### src/hdl/fps_pkg.sv
`timescale 1ns / 1ps
// ----------------------------------------------------------------------------
// fps_pkg: shared types and constants of the framed packet sender
// Command kinds, register indexes, frame layout and acknowledge pattern.
// ----------------------------------------------------------------------------
package fps_pkg;

    // Payload size and frame layout
    localparam int PAYLOAD_BYTES = 32;
    localparam int HEADER_BYTES  = 5;
    localparam int FRAME_LEN     = HEADER_BYTES + PAYLOAD_BYTES;
    localparam int POS_W         = $clog2(FRAME_LEN);
    localparam int PAY_IDX_W     = (PAYLOAD_BYTES > 1) ? $clog2(PAYLOAD_BYTES) : 1;

    // Field widths
    localparam int CMD_W      = 2;
    localparam int ATTEMPT_W  = 4;
    localparam int TIMEOUT_W  = 16;
    localparam int CFG_ADDR_W = 1;
    localparam int CFG_DATA_W = 16;
    localparam int IN_DATA_W  = 40;
    localparam int OUT_DATA_W = 24;

    // Register reset values
    localparam logic [ATTEMPT_W-1:0] MAX_ATTEMPTS_RST  = 4'd3;
    localparam logic [TIMEOUT_W-1:0] TIMEOUT_TICKS_RST = 16'd1500;

    // Frame bytes
    localparam logic [7:0] SYNC_BYTE = 8'h50;
    localparam int         SYNC_LEN  = 3;

    typedef enum logic [CMD_W-1:0] {
        CMD_TICK    = 2'd0,
        CMD_HEADER  = 2'd1,
        CMD_PAYLOAD = 2'd2
    } t_command;

    typedef enum logic [CFG_ADDR_W-1:0] {
        CFG_MAX_ATTEMPTS  = 1'd0,
        CFG_TIMEOUT_TICKS = 1'd1
    } t_cfg_index;

    // Expected reply byte for each reply slot
    function automatic logic [7:0] ack_byte(input logic [1:0] idx);
        logic [7:0] b;
        case (idx)
            2'd0:    b = 8'hAA;
            2'd1:    b = 8'h05;
            2'd2:    b = 8'h00;
            default: b = 8'h00;
        endcase
        return b;
    endfunction

endpackage

### src/hdl/framed_packet_sender_with_ack_retry.sv
`timescale 1ns / 1ps
// ----------------------------------------------------------------------------
// framed_packet_sender_with_ack_retry: stop-and-wait sender with retry
// Loads a header and payload, waits for CTS, sends the frame byte by byte
// on ticks, checks a three-byte acknowledge and retries on failure.
// ----------------------------------------------------------------------------
//  channel   direction  tdata (low bit up)                         tuser
//  s_axis    in         fn_code, packet_count, data_byte,          command
//                       cts_level, rx_valid, rx_byte, tx_ready
//  m_axis    out        tx_valid, tx_byte, rts_level, rx_flush,    -
//                       packet_done, packet_acked, attempts_used,
//                       busy_res
//  cfg       in         i_cfg_we / i_cfg_addr / i_cfg_data         -
//
//  One word in gives one word out. A word is taken every cycle except
//  while the skid entry is full, the only time s_axis_tready drops. The
//  state update is a single pass through the next-state logic. A two-entry
//  output (register plus skid) keeps input flowing while one result waits.
//  Synchronous active-low reset clears state, counters and registers; the
//  payload store has no reset and is always filled before it is read.
// ----------------------------------------------------------------------------
module framed_packet_sender_with_ack_retry (
    input  logic                             i_clk,
    input  logic                             i_rst_n,
    // fn_code[7:0], packet_count[15:8], data_byte[23:16], cts_level[24],
    // rx_valid[25], rx_byte[33:26], tx_ready[34], zero pad[39:35]
    input  logic [fps_pkg::IN_DATA_W-1:0]    s_axis_tdata,
    // command[1:0]
    input  logic [fps_pkg::CMD_W-1:0]        s_axis_tuser,
    input  logic                             s_axis_tvalid,
    output logic                             s_axis_tready,
    // tx_valid[0], tx_byte[8:1], rts_level[9], rx_flush[10], packet_done[11],
    // packet_acked[12], attempts_used[16:13], busy_res[17], zero pad[23:18]
    output logic [fps_pkg::OUT_DATA_W-1:0]   m_axis_tdata,
    output logic                             m_axis_tvalid,
    input  logic                             m_axis_tready,
    input  logic                             i_cfg_we,
    input  logic [fps_pkg::CFG_ADDR_W-1:0]   i_cfg_addr,
    input  logic [fps_pkg::CFG_DATA_W-1:0]   i_cfg_data
);

    typedef enum logic [2:0] {
        PH_IDLE,
        PH_LOAD,
        PH_WAIT_CTS,
        PH_SEND,
        PH_REPLY
    } t_phase;

    localparam logic [fps_pkg::POS_W-1:0] LAST_PAY_POS =
        fps_pkg::POS_W'(fps_pkg::PAYLOAD_BYTES - 1);
    localparam logic [fps_pkg::POS_W-1:0] LAST_FRAME_POS =
        fps_pkg::POS_W'(fps_pkg::FRAME_LEN - 1);
    localparam logic [fps_pkg::POS_W-1:0] FN_POS   = fps_pkg::POS_W'(fps_pkg::SYNC_LEN);
    localparam logic [fps_pkg::POS_W-1:0] CNT_POS  = fps_pkg::POS_W'(fps_pkg::SYNC_LEN + 1);
    localparam logic [fps_pkg::POS_W-1:0] HDR_LEN  = fps_pkg::POS_W'(fps_pkg::HEADER_BYTES);

    // Input word fields
    logic                  in_accept;
    fps_pkg::t_command     cmd;
    logic [7:0]            in_fn_code;
    logic [7:0]            in_packet_count;
    logic [7:0]            in_data_byte;
    logic                  in_cts;
    logic                  in_rx_valid;
    logic [7:0]            in_rx_byte;
    logic                  in_tx_ready;

    // Configuration
    logic [fps_pkg::ATTEMPT_W-1:0] r_max_attempts;
    logic [fps_pkg::TIMEOUT_W-1:0] r_timeout_ticks;
    logic [fps_pkg::ATTEMPT_W-1:0] limit;

    // State
    t_phase                         r_phase,    n_phase;
    logic [7:0]                     r_fn_code,  n_fn_code;
    logic [7:0]                     r_counter,  n_counter;
    logic [fps_pkg::POS_W-1:0]      r_pos,      n_pos;
    logic [1:0]                     r_reply,    n_reply;
    logic                           r_mismatch, n_mismatch;
    logic [fps_pkg::TIMEOUT_W-1:0]  r_wait,     n_wait;
    logic [fps_pkg::ATTEMPT_W-1:0]  r_attempt,  n_attempt;
    logic [7:0]                     r_payload [fps_pkg::PAYLOAD_BYTES];

    // Per-word result flags
    logic                           pay_we;
    logic [fps_pkg::PAY_IDX_W-1:0]  pay_rd_idx;
    logic [fps_pkg::POS_W-1:0]      pay_off;
    logic [7:0]                     frame_byte;
    logic                           tx_valid;
    logic [7:0]                     tx_byte;
    logic                           flush;
    logic                           done;
    logic                           acked;
    logic                           failed;
    logic                           mism_next;
    logic [fps_pkg::OUT_DATA_W-1:0] result;

    // Output register and skid entry
    logic [fps_pkg::OUT_DATA_W-1:0] r_out_data, r_skid_data;
    logic                           r_out_valid, r_skid_valid;
    logic                           out_free;

    // Unpack input word
    assign in_accept       = s_axis_tvalid && s_axis_tready;
    assign cmd             = fps_pkg::t_command'(s_axis_tuser);
    assign in_fn_code      = s_axis_tdata[7:0];
    assign in_packet_count = s_axis_tdata[15:8];
    assign in_data_byte    = s_axis_tdata[23:16];
    assign in_cts          = s_axis_tdata[24];
    assign in_rx_valid     = s_axis_tdata[25];
    assign in_rx_byte      = s_axis_tdata[33:26];
    assign in_tx_ready     = s_axis_tdata[34];

    // Zero attempts behaves as one
    assign limit = (r_max_attempts == '0) ? fps_pkg::ATTEMPT_W'(1) : r_max_attempts;

    // Select the frame byte at the current position
    assign pay_off    = r_pos - HDR_LEN;
    assign pay_rd_idx = pay_off[fps_pkg::PAY_IDX_W-1:0];

    always_comb begin
        if (r_pos < FN_POS) begin
            frame_byte = fps_pkg::SYNC_BYTE;
        end else if (r_pos == FN_POS) begin
            frame_byte = r_fn_code;
        end else if (r_pos == CNT_POS) begin
            frame_byte = r_counter;
        end else begin
            frame_byte = r_payload[pay_rd_idx];
        end
    end

    assign mism_next = r_mismatch || (in_rx_byte != fps_pkg::ack_byte(r_reply));

    // Next-state logic for one word
    always_comb begin
        n_phase    = r_phase;
        n_fn_code  = r_fn_code;
        n_counter  = r_counter;
        n_pos      = r_pos;
        n_reply    = r_reply;
        n_mismatch = r_mismatch;
        n_wait     = r_wait;
        n_attempt  = r_attempt;
        pay_we     = 1'b0;
        tx_valid   = 1'b0;
        tx_byte    = 8'h00;
        flush      = 1'b0;
        done       = 1'b0;
        acked      = 1'b0;
        failed     = 1'b0;

        case (cmd)
            fps_pkg::CMD_HEADER: begin
                if (r_phase == PH_IDLE) begin
                    n_fn_code = in_fn_code;
                    n_counter = in_packet_count;
                    n_pos     = '0;
                    n_attempt = '0;
                    n_phase   = PH_LOAD;
                end
            end
            fps_pkg::CMD_PAYLOAD: begin
                if (r_phase == PH_LOAD) begin
                    pay_we = 1'b1;
                    if (r_pos == LAST_PAY_POS) begin
                        n_pos   = '0;
                        n_phase = PH_WAIT_CTS;
                    end else begin
                        n_pos = r_pos + 1'b1;
                    end
                end
            end
            fps_pkg::CMD_TICK: begin
                case (r_phase)
                    PH_WAIT_CTS: begin
                        if (in_cts) begin
                            flush     = 1'b1;
                            n_attempt = r_attempt + 1'b1;
                            n_pos     = '0;
                            n_phase   = PH_SEND;
                        end
                    end
                    PH_SEND: begin
                        if (in_tx_ready) begin
                            tx_valid = 1'b1;
                            tx_byte  = frame_byte;
                            if (r_pos == LAST_FRAME_POS) begin
                                n_pos      = '0;
                                n_reply    = '0;
                                n_mismatch = 1'b0;
                                n_wait     = '0;
                                n_phase    = PH_REPLY;
                            end else begin
                                n_pos = r_pos + 1'b1;
                            end
                        end
                    end
                    PH_REPLY: begin
                        // Collect reply bytes, judge after the third
                        if (in_rx_valid) begin
                            n_wait = '0;
                            if (r_reply == 2'd2) begin
                                n_reply    = '0;
                                n_mismatch = mism_next;
                                if (!mism_next) begin
                                    done  = 1'b1;
                                    acked = 1'b1;
                                end else begin
                                    failed = 1'b1;
                                end
                            end else begin
                                n_reply    = r_reply + 1'b1;
                                n_mismatch = mism_next;
                            end
                        end else if (r_wait >= r_timeout_ticks) begin
                            failed = 1'b1;
                        end else begin
                            n_wait = r_wait + 1'b1;
                        end
                        // Retry or give up
                        if (failed) begin
                            n_reply    = '0;
                            n_mismatch = 1'b0;
                            n_wait     = '0;
                            if (r_attempt >= limit) begin
                                done = 1'b1;
                            end else begin
                                flush     = 1'b1;
                                n_attempt = r_attempt + 1'b1;
                                n_pos     = '0;
                                n_phase   = PH_SEND;
                            end
                        end
                        if (done) begin
                            n_phase = PH_IDLE;
                        end
                    end
                    default: begin
                    end
                endcase
            end
            default: begin
            end
        endcase
    end

    // Pack result word from the state after this word
    assign result = {
        6'd0,
        (n_phase != PH_IDLE),
        n_attempt,
        acked,
        done,
        flush,
        (n_phase == PH_WAIT_CTS || n_phase == PH_SEND || n_phase == PH_REPLY),
        tx_byte,
        tx_valid
    };

    // Configuration registers
    always_ff @(posedge i_clk) begin
        if (!i_rst_n) begin
            r_max_attempts  <= fps_pkg::MAX_ATTEMPTS_RST;
            r_timeout_ticks <= fps_pkg::TIMEOUT_TICKS_RST;
        end else if (i_cfg_we) begin
            case (fps_pkg::t_cfg_index'(i_cfg_addr))
                fps_pkg::CFG_MAX_ATTEMPTS:
                    r_max_attempts <= i_cfg_data[fps_pkg::ATTEMPT_W-1:0];
                fps_pkg::CFG_TIMEOUT_TICKS:
                    r_timeout_ticks <= i_cfg_data[fps_pkg::TIMEOUT_W-1:0];
                default: begin
                end
            endcase
        end
    end

    // Hold state, advance on each accepted word
    always_ff @(posedge i_clk) begin
        if (!i_rst_n) begin
            r_phase    <= PH_IDLE;
            r_fn_code  <= '0;
            r_counter  <= '0;
            r_pos      <= '0;
            r_reply    <= '0;
            r_mismatch <= 1'b0;
            r_wait     <= '0;
            r_attempt  <= '0;
        end else if (in_accept) begin
            r_phase    <= n_phase;
            r_fn_code  <= n_fn_code;
            r_counter  <= n_counter;
            r_pos      <= n_pos;
            r_reply    <= n_reply;
            r_mismatch <= n_mismatch;
            r_wait     <= n_wait;
            r_attempt  <= n_attempt;
        end
    end

    // Payload store, written in load order
    always_ff @(posedge i_clk) begin
        if (in_accept && pay_we) begin
            r_payload[r_pos[fps_pkg::PAY_IDX_W-1:0]] <= in_data_byte;
        end
    end

    // Output register with skid entry
    assign out_free      = !r_out_valid || m_axis_tready;
    assign s_axis_tready = !r_skid_valid;
    assign m_axis_tvalid = r_out_valid;
    assign m_axis_tdata  = r_out_data;

    always_ff @(posedge i_clk) begin
        if (!i_rst_n) begin
            r_out_valid  <= 1'b0;
            r_skid_valid <= 1'b0;
        end else begin
            if (out_free) begin
                if (r_skid_valid) begin
                    r_out_valid  <= 1'b1;
                    r_out_data   <= r_skid_data;
                    r_skid_valid <= 1'b0;
                end else if (in_accept) begin
                    r_out_valid <= 1'b1;
                    r_out_data  <= result;
                end else begin
                    r_out_valid <= 1'b0;
                end
            end else if (in_accept) begin
                r_skid_valid <= 1'b1;
                r_skid_data  <= result;
            end
        end
    end

endmodule

### config.mk
export PLATFORM = sky130hd
export DESIGN_NAME = framed_packet_sender_with_ack_retry
export DESIGN_NICKNAME = d
export VERILOG_FILES = /design/src/hdl/fps_pkg.sv /design/src/hdl/framed_packet_sender_with_ack_retry.sv
export SDC_FILE = /design/constraint.sdc
export NUM_CORES = 1
export LEC_CHECK = 0
export BUFFER_PORTS_ARGS = -buffer_cell sky130_fd_sc_hd__buf_4
export CAP_MARGIN = 30
export CORE_MARGIN = 2
export CORE_UTILIZATION = 37
export CTS_CLUSTER_DIAMETER = 120
export CTS_CLUSTER_SIZE = 30
export DETAILED_ROUTE_END_ITERATION = 8
export SLEW_MARGIN = 30
export SYNTH_ARGS = -nofsm -noshare
export SYNTH_HDL_FRONTEND = slang
export SYNTH_SLANG_ARGS = --single-unit
### constraint.sdc
create_clock -name i_clk -period 4.9 [get_ports i_clk]
set_clock_uncertainty 0.2 [all_clocks]
set_input_delay 0.98 -clock i_clk [delete_from_list [all_inputs] [get_ports i_clk]]
set_output_delay 0.98 -clock i_clk [all_outputs]
set_load 0.03 [all_outputs]
# Yosys cells after proc, flatten, opt, wreduce, memory -nomap -nowiden
# Memory sizes are Yosys's and may differ from the RTL's.
# Index checks and enable logic that the tools add are counted.
[totals] mem_bits_rw=256 n_memories=1 regBits=106 in_bits=64 output_inout_bits=26 word_cells=163
[mem_list] name="r_payload" words=32 word_bits=8 rd=1 rd_clocked_by_memory_dff=0 wr=1 line_no="framed_packet_sender_with_ack_retry.sv:83" text="logic [7:0] r_payload [fps_pkg::PAYLOAD_BYTES];"
[op_classes] n_eq_ne=27 n_lt_le_gt_ge=3 n_mux=85 addsub=5 bitwise_logic=3 n_reduce_logical=25
[ops] operator="2-to-1 mux 16 bit" count=5
[ops] operator="2-to-1 mux 6 bit" count=8
[ops] operator="2-to-1 mux 8 bit" count=6
[ops] operator="2-to-1 mux 18 bit" count=2
[ops] operator="one-hot mux 6 bit (3 select lines)" count=2
[ops] operator="2-to-1 mux 1 bit" count=34
[ops] operator="one-hot mux 16 bit (2 select lines)" count=1
[ops] operator="2-to-1 mux 3 bit" count=9
[ops] operator="2-to-1 mux 4 bit" count=5
[ops] operator="one-hot mux 3 bit (3 select lines)" count=2
[ops] operator="adder 16 x 1 -> 16 bit (second input constant)" count=1
[ops] operator="greater-or-equal comparator 16 bit" count=1
[ops] operator="one-hot mux 4 bit (2 select lines)" count=2
[ops] operator="one-hot mux 8 bit (2 select lines)" count=1
[ops] operator="!= test 3 bit (second input constant)" count=5
[ops] operator="== test 3 x 2 -> 1 bit (second input constant)" count=4
[ops] operator="AND reduction 6 bit" count=2
[ops] operator="2-to-1 mux 2 bit" count=5
[ops] operator="AND reduction 3 bit" count=3
[ops] operator="AND reduction 9 bit" count=1
[ops] operator="!= test 2 bit (second input constant)" count=4
[ops] operator="!= test 8 bit" count=1
[ops] operator="adder 6 x 1 -> 6 bit (second input constant)" count=1
[ops] operator="== test 3 bit (second input constant)" count=2
[ops] operator="other kinds (27)" count=41

# Longest topological paths before layout
# Gate-level depths: netlist of the first run.
[logic_depth] word_depth=20 ltp_mapped=13 mapped_depth_nobuf=10

# Worst setup path before layout of the first run
# OpenSTA, ideal clock, no wires.
[synth_path] kind="flip-flop to flip-flop" start="reg r_pos[0] (netlist bit)" end="reg r_out_data (netlist bit m_axis_tdata[1]), data pin" setup_slack_ns=1.636 arrival_ns=2.803 setup_time_ns=0.261 n_path_buf=5 period_less_slack_ns=3.264 t_required_ns=4.439 stages_incl_launch_ff=14 cell_sequence="dfxtp_1 buf_6 buf_6 buf_6 inv_1 ha_1 buf_2 buf_1 mux4_2 mux4_2 mux2i_1 nand2_1 o211ai_1 a2bb2oi_1"
[synth_via] elab_chain_cells=10 word_cells_on_any_way=13 classes_between="add/sub (1); order compare (1); eq/ne (2); mux (8); memory (1)"
[synth_rtl] element="start: declaration" line_no="framed_packet_sender_with_ack_retry.sv:78" text="logic [fps_pkg::POS_W-1:0] r_pos, n_pos;"
[synth_rtl] element="start signal: assignment" line_no="framed_packet_sender_with_ack_retry.sv:294" text="r_pos <= n_pos;"
[synth_rtl] element="subtractor 5 x 3 -> 5 bit" line_no="framed_packet_sender_with_ack_retry.sv:119" text="assign pay_off = r_pos - HDR_LEN;"
[synth_rtl] element="memory (32 x 8 bit)"
[synth_rtl] element="2-to-1 mux 8 bit" line_no="framed_packet_sender_with_ack_retry.sv:127" text="end else if (r_pos == CNT_POS) begin"
[synth_rtl] element="2-to-1 mux 8 bit" line_no="framed_packet_sender_with_ack_retry.sv:125" text="end else if (r_pos == FN_POS) begin"
[synth_rtl] element="2-to-1 mux 8 bit *" line_no="framed_packet_sender_with_ack_retry.sv:123" text="if (r_pos < FN_POS) begin"
[synth_rtl] element="2-to-1 mux 8 bit *" line_no="framed_packet_sender_with_ack_retry.sv:186" text="if (in_tx_ready) begin"
[synth_rtl] element="2-to-1 mux 8 bit *" line_no="framed_packet_sender_with_ack_retry.sv:176" text="case (r_phase)"
[synth_rtl] element="2-to-1 mux 8 bit *" line_no="framed_packet_sender_with_ack_retry.sv:154" text="case (cmd)"
[synth_rtl] element="2-to-1 mux 18 bit *" line_no="framed_packet_sender_with_ack_retry.sv:325" text="end else if (in_accept) begin"
[synth_rtl] element="2-to-1 mux 18 bit *" line_no="framed_packet_sender_with_ack_retry.sv:321" text="if (r_skid_valid) begin"
[synth_rtl] element="end signal: assignment" line_no="framed_packet_sender_with_ack_retry.sv:323" text="r_out_data <= r_skid_data;"
[synth_rtl] element="end signal: assignment" line_no="framed_packet_sender_with_ack_retry.sv:327" text="r_out_data <= result;"
[synth_rtl] element="end: declaration" line_no="framed_packet_sender_with_ack_retry.sv:100" text="logic [fps_pkg::OUT_DATA_W-1:0] r_out_data, r_skid_data;"
# Every way passes the cells marked *; elsewhere a longest branch is shown, timed or not. The select of a mux whose other input is x is not followed.
# A chain may end at the register's enable or synchronous reset.

# Worst setup path after layout of the first run
[layout_path] start="reg r_pos[1] (netlist bit)" end="reg r_out_data (netlist bit m_axis_tdata[6]), data pin"
# Same word-level chain as after synthesis.

==> metrics.txt, run 1 <==
status=completed; Post-CTS Repair Setup Buffers=0; Longest Clk Path Bufs=3; n_diodes=0; first-pass GRT wire length=roughly 53 mm; GR Util met1=0.210; Post-Route WL=34.3 mm; HP Start=r_timeout_ticks[12]; WL/cell=19.9 um; register area share after synthesis=0.636; Yosys cell types=78; number of synthesized flops with an enable pin=292; Max Cap Viol=0; Crit path arrival time=roughly 3.7 ns; sequential cell area=10200 um2; top_reg_cell synth=edfxtp_1; M2 GR Usage=0.258; post-route ant nets=0; clock transition at the registers of the reported paths=roughly 0.12 ns; ranking of synthesized cells by area=edfxtp_1, dfxtp_1, mux4_1; maximum clock frequency=0.278 GHz; final hold vios=0; Tot Pwr=5250 uW; most frequent cell after synthesis=edfxtp_1; # resized after CTS=0; vias in the first global route=9034; slew margin rel.=0.416; DP HPWL=22.6 mm; setup violators final=0; Yosys top cell by area=edfxtp_1; FF-to-FF path depth=9; fin area=17600 um2; hold path cells=2; hold buffers post-CTS=0; Hold WS=0.267 ns; die area=44900 um2; Mean Syn Cell Area=14.7 um2; GRT Util Overall=0.154; setup_tns=0 ns; Critical Path Slowest Stage Cell=ha_2; leakage=between 0.006 and 0.007 uW; number of H-tree levels=1; CP max stage delay=0.59 ns; max-slew violation count=0; initial antenna violation count=0; worst vdd ir=between 200 and 250 uV; share of layout cells above drive strength 1=0.150; crit-path cells=inv_1, ha_2, buf_12, mux4_1, mux4_2, mux2i_1, nand2_1, o211ai_1, a2bb2oi_1; Non-Filler Instances=1729; min-delay worst type=reg2reg; Final period util=0.733; clock sink count=362; Initial DRC Count=between 700 and 800; Warnings, synthesis=0; RR Endpoint=m_axis_tdata[6]; Top delay family on crit path=multiplexers; Core Box Area=42900 um2; Placer Congestion=roughly 0.83; Port Buffers=78; Inserted Clock Buffers=16; DR vias/cell=5.29; clk root buf=clkbuf_16; startpoint types=flop; Power Density=299 nW/um2; hold endpoint=r_timeout_ticks[12]; drt pass-1 iters=5; largest net degree at the start of global routing=52; die height=between 200 and 250 um; minimum clock period=between 3 and 4 ns; Critical Path RT=4.99 ns; row count=76; Worst Path Buf+Inv=2; layout net count=between 1000 and 1500; DR DRC count=0; mapped cell area=16000 um2; fillcell total=around 3900; worst r2r src=r_pos[1]; FF-to-FF setup slack=1.31 ns; CTS tree=done; GR peak layer=met2; Cells after DPL=1706; CP max FO=51; FFs w/ async S/R, synth=0; I/O pin total=90; multi-input logic area=5390 um2; Syn Inst Count=around 1100; Setup crit end kind=flop; Skew-Pair Late Insertion Delay=roughly 0.53 ns; starting density of the core=0.373; number of synthesized register bits=362; most instantiated cells after synthesis=edfxtp_1, nor2_1, nand2_1; Post-DP Area=17100 um2; grt total ovfl=0; die width=212 um; via count=9154; post-synth top area share=0.549; grt met3 use=0.0242; Layout area overhead=9.93%; crit path kind=reg2reg; Slew @ Worst Pin=0.873 ns; Critical Path Start=r_pos[1]; RSZ-0062 raised after global routing=false
==> where the power goes <==
part | internal, uW | switching, uW
clock | 628 | 951
combinational | 123 | 194
sequential | 3340 | 19.2
==> per-stage QoR <==
step,utilization,setup WS (ns)
global placement,0.399,1.35
finish,0.410,1.31
global route,0.410,1.16
floorplan,-,1.64
detailed placement,0.399,1.32
CTS,0.410,1.32
==> layer usage <==
layer / up-vias / wire length [um]
li1: 4265 / -
met1: 4584 / 15100
met2: 258 / 16700
met3: 47 / 1780
met4: 0 / 801
met5: - / 0
==> layout by cell type, fill, tap and decap left out, types with 4 or more instances in the layout <==
cell type,netlist,final
o31ai_1,4,4
o22ai_1,4,4
mux2_2,6,6
a31oi_1,9,9
nor4_1,5,5
xor2_1,6,4
mux4_2,30,30
mux4_1,46,46
nor3_1,13,13
and2_1,6,6
ha_1,26,25
nand4_1,9,9
dfxtp_1,70,69
nor2b_1,9,9
xnor2_1,9,9
o211ai_1,22,22
and3_1,8,8
buf_4,9,88
edfxtp_1,292,292
mux2i_1,39,39
clkbuf_16,0,16
o21ai_0,27,27
a2bb2oi_1,6,6
nand3_1,18,17
inv_1,35,35
a21oi_1,34,34
or3_1,8,8
nand2_1,98,98
nand2b_1,10,10
nor2_1,109,109
conb_1,1,6
nand3b_1,6,6
==> logic make-up after synthesis <==
group,synth area share
other,0.000235
adders and majority gates,0.0204
buffers and inverters,0.0296
xor gates and xnor gates,0.00994
and+or+nand+nor,0.0979
AOI/OAI and AO/OA,0.0591
muxes,0.147
DFF,0.636
==> sequential cells by signal, summed over array words and instances (netlist names), 6 cells and up <==
name / count
m_axis_tdata: 18
r_counter: 8
r_fn_code: 8
r_payload: 256
r_pos: 6
r_skid_data: 18
r_timeout_ticks: 16
r_wait: 16
==> worst max-delay path by stage <==
stage                           end  slack, ns  cells after the start
finish              m_axis_tdata[6]       1.31                      9
detailed placement  r_payload[3][5]       1.32                      5
global placement    r_payload[3][5]       1.35                      5
floorplan           m_axis_tdata[1]       1.64                     13
CTS                 m_axis_tdata[6]       1.32                      9
global route        m_axis_tdata[1]       1.16                      9
==> tightest hold or removal path: stages, from the launching register on <==
cell and delay (ns):
dfxtp_1 0.32, nand2_1 0.05, a21oi_1 0.06
==> layout make-up <==
cell class,count,area share
inverters,36,0.00769
clock inverters,4,0.00285
clock buffers,19,0.0234
repair buffers,89,0.0387
multi-input cells,634,0.307
well taps,585,0.0417
flip-flops and latches,362,0.579
(Power assumes the default switching activity.)
==> run 2: changes to the inputs <==
==> constraint.sdc (replaced) <==
create_clock -name i_clk -period 3.7 [get_ports i_clk]
set_clock_uncertainty 0.2 [all_clocks]
set_input_delay 0.74 -clock i_clk [delete_from_list [all_inputs] [get_ports i_clk]]
set_output_delay 0.74 -clock i_clk [all_outputs]
set_load 0.03 [all_outputs]
==> run 2 against run 1 <==
  * Power increased by 34%
  * Final area is 1.8% higher
  * Largest power group unchanged
  * Die area is the same
  * Via count rose by 0.63%
  * First-iteration DRC count down 17%
  * Critical path type unchanged
  * Clock power rose by 36%
  * Register-to-register slack lost 0.88 ns
==> metrics.txt, run 2 (synthesis gave the netlist of run 1 again) <==
status=completed; WL/cell=19.6 um (-1.1%); die area=44900 um2 (unchanged); Port Buffers=78 (unchanged); Final WS setup=0.422 ns (-0.885 ns); startpoint types=flop; min-delay worst type=in2reg; Skew-Pair Late Insertion Delay=0.53 ns (about the same); CTS tree=done; Final period util=0.886 (+0.153); most common cell after layout, fill and taps aside=edfxtp_1; layout net count=1268 (+3.2%); minimum clock period=3.28 ns (-0.315 ns); clk root buf=clkbuf_16; Max Cap Viol=0 (unchanged); max-slew violation count=0 (unchanged); Slew @ Worst Pin=0.804 ns (-0.0697 ns); grt total ovfl=0 (unchanged); Critical Path RT=3.79 ns (-1.20 ns); commonest non-fill, non-tap cells in the layout=edfxtp_1, buf_4, nor2_1; RSZ-0062 raised after global routing=false; final hold vios=0 (unchanged); I/O pin total=90 (unchanged); Longest Clk Path Bufs=3 (unchanged); n_diodes=0 (unchanged); Critical Path Slowest Stage Cell=mux4_2; CP max stage delay=0.53 ns (-0.06 ns); dpl ws=0.425 ns (-0.896 ns); DR vias/cell=5.20 (-1.7%); Power Density=393 nW/um2 (+31%); Post-Route WL=34.8 mm (+1.2%); crit-path cells=inv_1, ha_2, buf_12, mux4_1, mux4_2, mux2i_1, nand2_1, o211ai_1, nand2_1; setup_tns=0 ns (unchanged); setup violators final=0 (unchanged); post-route ant nets=0 (unchanged); GRT Util Overall=0.154 (+0.000245); first-pass GRT wire length=53.2 mm (+0.82%); number of H-tree levels=1 (unchanged); initial antenna violation count=0 (unchanged); row count=76 (unchanged); most frequent CP cell=nand2_1; Setup crit end kind=flop; Worst Path Buf+Inv=2 (unchanged); slew margin rel.=0.464 (+0.0486); die height=212 um (unchanged); max reg flops=256 (unchanged); DR DRC count=0 (unchanged); clock sink count=362 (unchanged); Tot Pwr=7020 uW (+34%); leakage=0.00624 uW (+3.8%); starting density of the core=0.373 (unchanged); share of layout cells above drive strength 1=0.177 (+0.0269); Post-CTS Repair Setup Buffers=0 (unchanged); worst vdd ir=251 uV (+13%); maximum clock frequency=0.305 GHz (+9.6%); crit path kind=reg2reg; largest net degree at the start of global routing=48 (-7.7%); Top delay family on crit path=multiplexers; CP max FO=47 (-7.8%); die width=212 um (unchanged); drt pass-1 iters=5 (unchanged); Layout area overhead=11.9%; DP HPWL=22.9 mm (+1.1%); hold buffers post-CTS=0 (unchanged); clock transition at the registers of the reported paths=0.11 ns (about the same); Initial DRC Count=663 (-17%); via count=9212 (+0.63%); Core Box Area=42900 um2 (unchanged); Inserted Clock Buffers=16 (unchanged); Crit path arrival time=3.37 ns (-0.31 ns); # resized after CTS=0 (unchanged); vias in the first global route=9188 (+1.7%); Placer Congestion=0.823 (-0.39%)
[run 2: through the flow]
stage	util	hold WS (ns)	instances	area (um2)
2_1_floorplan	-	0.236	1091	16000
3_3_place_gp	0.406	0.246	1745	17400
3_5_place_dp	0.406	0.251	1745	17400
4_1_cts	0.417	0.221	1770	17900
5_1_grt	0.417	0.227	1770	17900
6_report	0.417	0.234	1770	17900
[run 2: final cells by class]
type,count,area [um2]
clock buffers,21,440
fillers,3842,25000
repair buffers,128,986
multi-input cells,634,5370
clock inverters,4,46.3
flip-flops and latches,362,10200
well taps,585,732
inverters,36,135
[run 2: tightest hold or removal path, stage by stage]
cell,delay [ns]
buf_4,0.08
mux2i_1,0.05
nor2_1,0.07
[run 2: path summary, 6_finish.rpt]
check | start | end | slack, ns | cells past startpoint
max | r_pos[1] | r_skid_data[2] | 0.42 | 9
min | s_axis_tdata[15] | r_counter[7] | 0.23 | 3
max reg2reg | r_pos[1] | r_skid_data[2] | 0.42 | 9
min reg2reg | r_timeout_ticks[14] | r_timeout_ticks[14] | 0.26 | 2
[run 2: report_power, final]
group          leakage [uW]  switching [uW]  internal [uW]  total, uW
Clock              0.000242            1250            904       2150
Combinational       0.00280             258            168        426
Sequential          0.00320            25.8           4420       4440
Total               0.00624            1530           5490       7020
[run 2: routing by layer]
layer,vias up,GRT usage,share of wire
li1,4351,-,-
met1,4607,0.216,0.45
met2,226,0.263,0.48
met3,28,0.0193,0.051
met4,0,0.0233,0.011
met5,-,0,0
==> run 3: changes to the inputs <==
--- a/config.mk
+++ b/config.mk
@@ -7,12 +7,14 @@
 export LEC_CHECK = 0
 export BUFFER_PORTS_ARGS = -buffer_cell sky130_fd_sc_hd__buf_4
 export CAP_MARGIN = 30
+export CORE_ASPECT_RATIO = 1.1
 export CORE_MARGIN = 2
 export CORE_UTILIZATION = 37
+export CTS_BUF_LIST = sky130_fd_sc_hd__clkbuf_4 sky130_fd_sc_hd__clkbuf_8
 export CTS_CLUSTER_DIAMETER = 120
 export CTS_CLUSTER_SIZE = 30
 export DETAILED_ROUTE_END_ITERATION = 8
-export SLEW_MARGIN = 30
+export SLEW_MARGIN = 0
 export SYNTH_ARGS = -nofsm -noshare
 export SYNTH_HDL_FRONTEND = slang
 export SYNTH_SLANG_ARGS = --single-unit
==> run 3 against run 2 <==
  * Cell count decreased by 0.79%
  * Fmax grew 1.3%
  * Core utilization about the same
  * Sequential power barely moved
  * Via count up 0.22%
  * Critical path depth stayed put
  * Highest routed layer unchanged
  * Non-clock buffer count increased by 1
  * Clock power shrank 19%
  * Count of clock-buffer cells in the layout rose by 5
  * Final area fell by 0.86%
  * Combinational power barely moved
  * Critical path type unchanged
==> metrics.txt, run 3 (synthesis gave the netlist of run 1 again) <==
FF-to-FF setup slack=0.46 ns (+0.04 ns); startpoint types=flop; initial antenna violation count=0 (unchanged); Port Buffers=78 (unchanged); RR Endpoint=m_axis_tdata[4]; HP Start=i_cfg_data[0]; # resized after CTS=0 (unchanged); Longest Clk Path Bufs=3 (unchanged); Inserted Clock Buffers=16 (unchanged); Slew @ Worst Pin=0.773 ns (-0.0306 ns); I/O pin total=90 (unchanged); row count=79 (+3.9%); Layout area overhead=11.0%; GRT Util Overall=0.155 (+0.000625); die area=44900 um2 (about the same); DP HPWL=23.0 mm (+0.42%); slew margin rel.=0.485 (+0.0204); Non-Filler Instances=1756 (-0.79%); final core occ=0.417 (about the same); Cells after DPL=1728 (-0.97%); Critical Path RT=3.86 ns (+0.07 ns); leakage=0.00618 uW (-0.94%); clk root buf=clkbuf_8; vias in the first global route=9185 (-0.033%); Skew-Pair Late Insertion Delay=0.59 ns (+0.06 ns); layout net count=1269 (+0.079%); Placer Congestion=0.836 (+1.6%); setup_tns=0 ns (unchanged); min-delay worst type=in2reg; dpl ws=0.511 ns (+0.0855 ns); first-pass GRT wire length=54.0 mm (+1.4%); share of layout cells above drive strength 1=0.183 (+0.00529); Post-CTS Repair Setup Buffers=0 (unchanged); number of H-tree levels=1 (unchanged); Final period util=0.875 (-0.0111); Max Cap Viol=0 (unchanged); clock sink count=362 (unchanged); WL/cell=20.0 um (+1.9%); Initial DRC Count=642 (-3.2%); Final WS setup=0.463 ns (+0.0410 ns); hold endpoint=r_max_attempts[0]; maximum clock frequency=0.309 GHz (+1.3%); max reg flops=256 (unchanged); most common cell after layout, fill and taps aside=edfxtp_1; hold path cells=3 (unchanged); clock transition at the registers of the reported paths=0.19 ns (+0.08 ns); status=completed; Crit path arrival time=3.40 ns (+0.03 ns); drt pass-1 iters=5 (unchanged); Core Box Area=42500 um2 (-0.89%); hold buffers post-CTS=0 (unchanged); worst r2r src=r_pos[1]; CP max FO=38 (-19%); Power Density=373 nW/um2 (-4.9%); grt total ovfl=0 (unchanged); Setup crit end kind=flop; Post-Route WL=35.1 mm (+1.1%); Tot Pwr=6620 uW (-5.7%); fillcell total=3887 (+1.2%); RSZ-0062 raised after global routing=false; starting density of the core=0.376 (+0.00336); setup violators final=0 (unchanged); post-route ant nets=0 (unchanged); die height=222 um (+4.8%); minimum clock period=3.24 ns (-0.0410 ns); DR vias/cell=5.26 (+1.0%); commonest non-fill, non-tap cells in the layout=edfxtp_1, buf_4, nor2_1; worst vdd ir=239 uV (-4.7%); CTS tree=done; sequential cell area=10200 um2 (unchanged); crit path kind=reg2reg; max-slew violation count=0 (unchanged); n_diodes=0 (unchanged); final hold vios=0 (unchanged); multi-input logic area=5370 um2 (unchanged); via count=9232 (+0.22%); FF-to-FF path depth=9 (unchanged); DR DRC count=0 (unchanged); die width=202 um (-4.6%); largest net degree at the start of global routing=42 (-13%)
## run 3: changes by cell type in the layout (fill, tap and decap cells not counted)
cell / previous run / this run
clkbuf_1: 4 / 0
clkbuf_4: 0 / 9
clkbuf_8: 0 / 17
clkinv_1: 1 / 2
clkinv_16: 0 / 1
clkbuf_16: 17 / 0
inv_8: 1 / 0
buf_12: 2 / 3
inv_6: 2 / 0
bufinv_8: 1 / 0
## run 3: area by class of cell
type | count | area share
inverters | 36 | 0.00762
repair buffers | 129 | 0.0567
flip-flops and latches | 362 | 0.574
clock buffers | 26 | 0.0170
clock inverters | 2 | 0.00191
well taps | 567 | 0.0400
multi-input cells | 634 | 0.303
## run 3: per-stage QoR
| step | hold slack [ns] | area [um2] |
|---|---|---|
| floorplan | 0.236 | 16000 |
| global placement | 0.251 | 17400 |
| detailed placement | 0.250 | 17400 |
| CTS | 0.129 | 17700 |
| global route | 0.145 | 17700 |
| finish | 0.171 | 17700 |
## run 3: routing by layer
layer | GRT usage | wire length, um | up-vias
met5 | 0 | 0 | -
met4 | 0.0370 | 699 | 0
met3 | 0.0197 | 1710 | 41
met2 | 0.263 | 17300 | 245
met1 | 0.212 | 15500 | 4603
li1 | - | - | 4343
## run 3: critical path: stages (launching register included)
cell	delay [ns]
dfxtp_1	0.49
inv_1	0.10
ha_2	0.39
buf_12	0.25
mux4_1	0.37
mux4_2	0.48
mux2i_1	0.41
nand2_1	0.11
o211ai_1	0.12
a2bb2oi_1	0.08
## run 3: power breakdown
group / switching [uW] / internal (uW)
logic: 258 / 170
clock network: 1210 / 540
registers: 25.5 / 4420
## run 3: worst max path at each step
stage | slack [ns] | cells past startpoint | to | from
4_1_cts | 0.46 | 9 | m_axis_tdata[4] | r_pos[1]
5_1_grt | 0.34 | 9 | m_axis_tdata[4] | r_pos[1]
2_1_floorplan | 0.44 | 13 | m_axis_tdata[1] | r_pos[0]
3_5_place_dp | 0.51 | 9 | m_axis_tdata[4] | r_pos[1]
3_3_place_gp | 0.52 | 9 | m_axis_tdata[4] | r_pos[1]
6_report | 0.46 | 9 | m_axis_tdata[4] | r_pos[1]
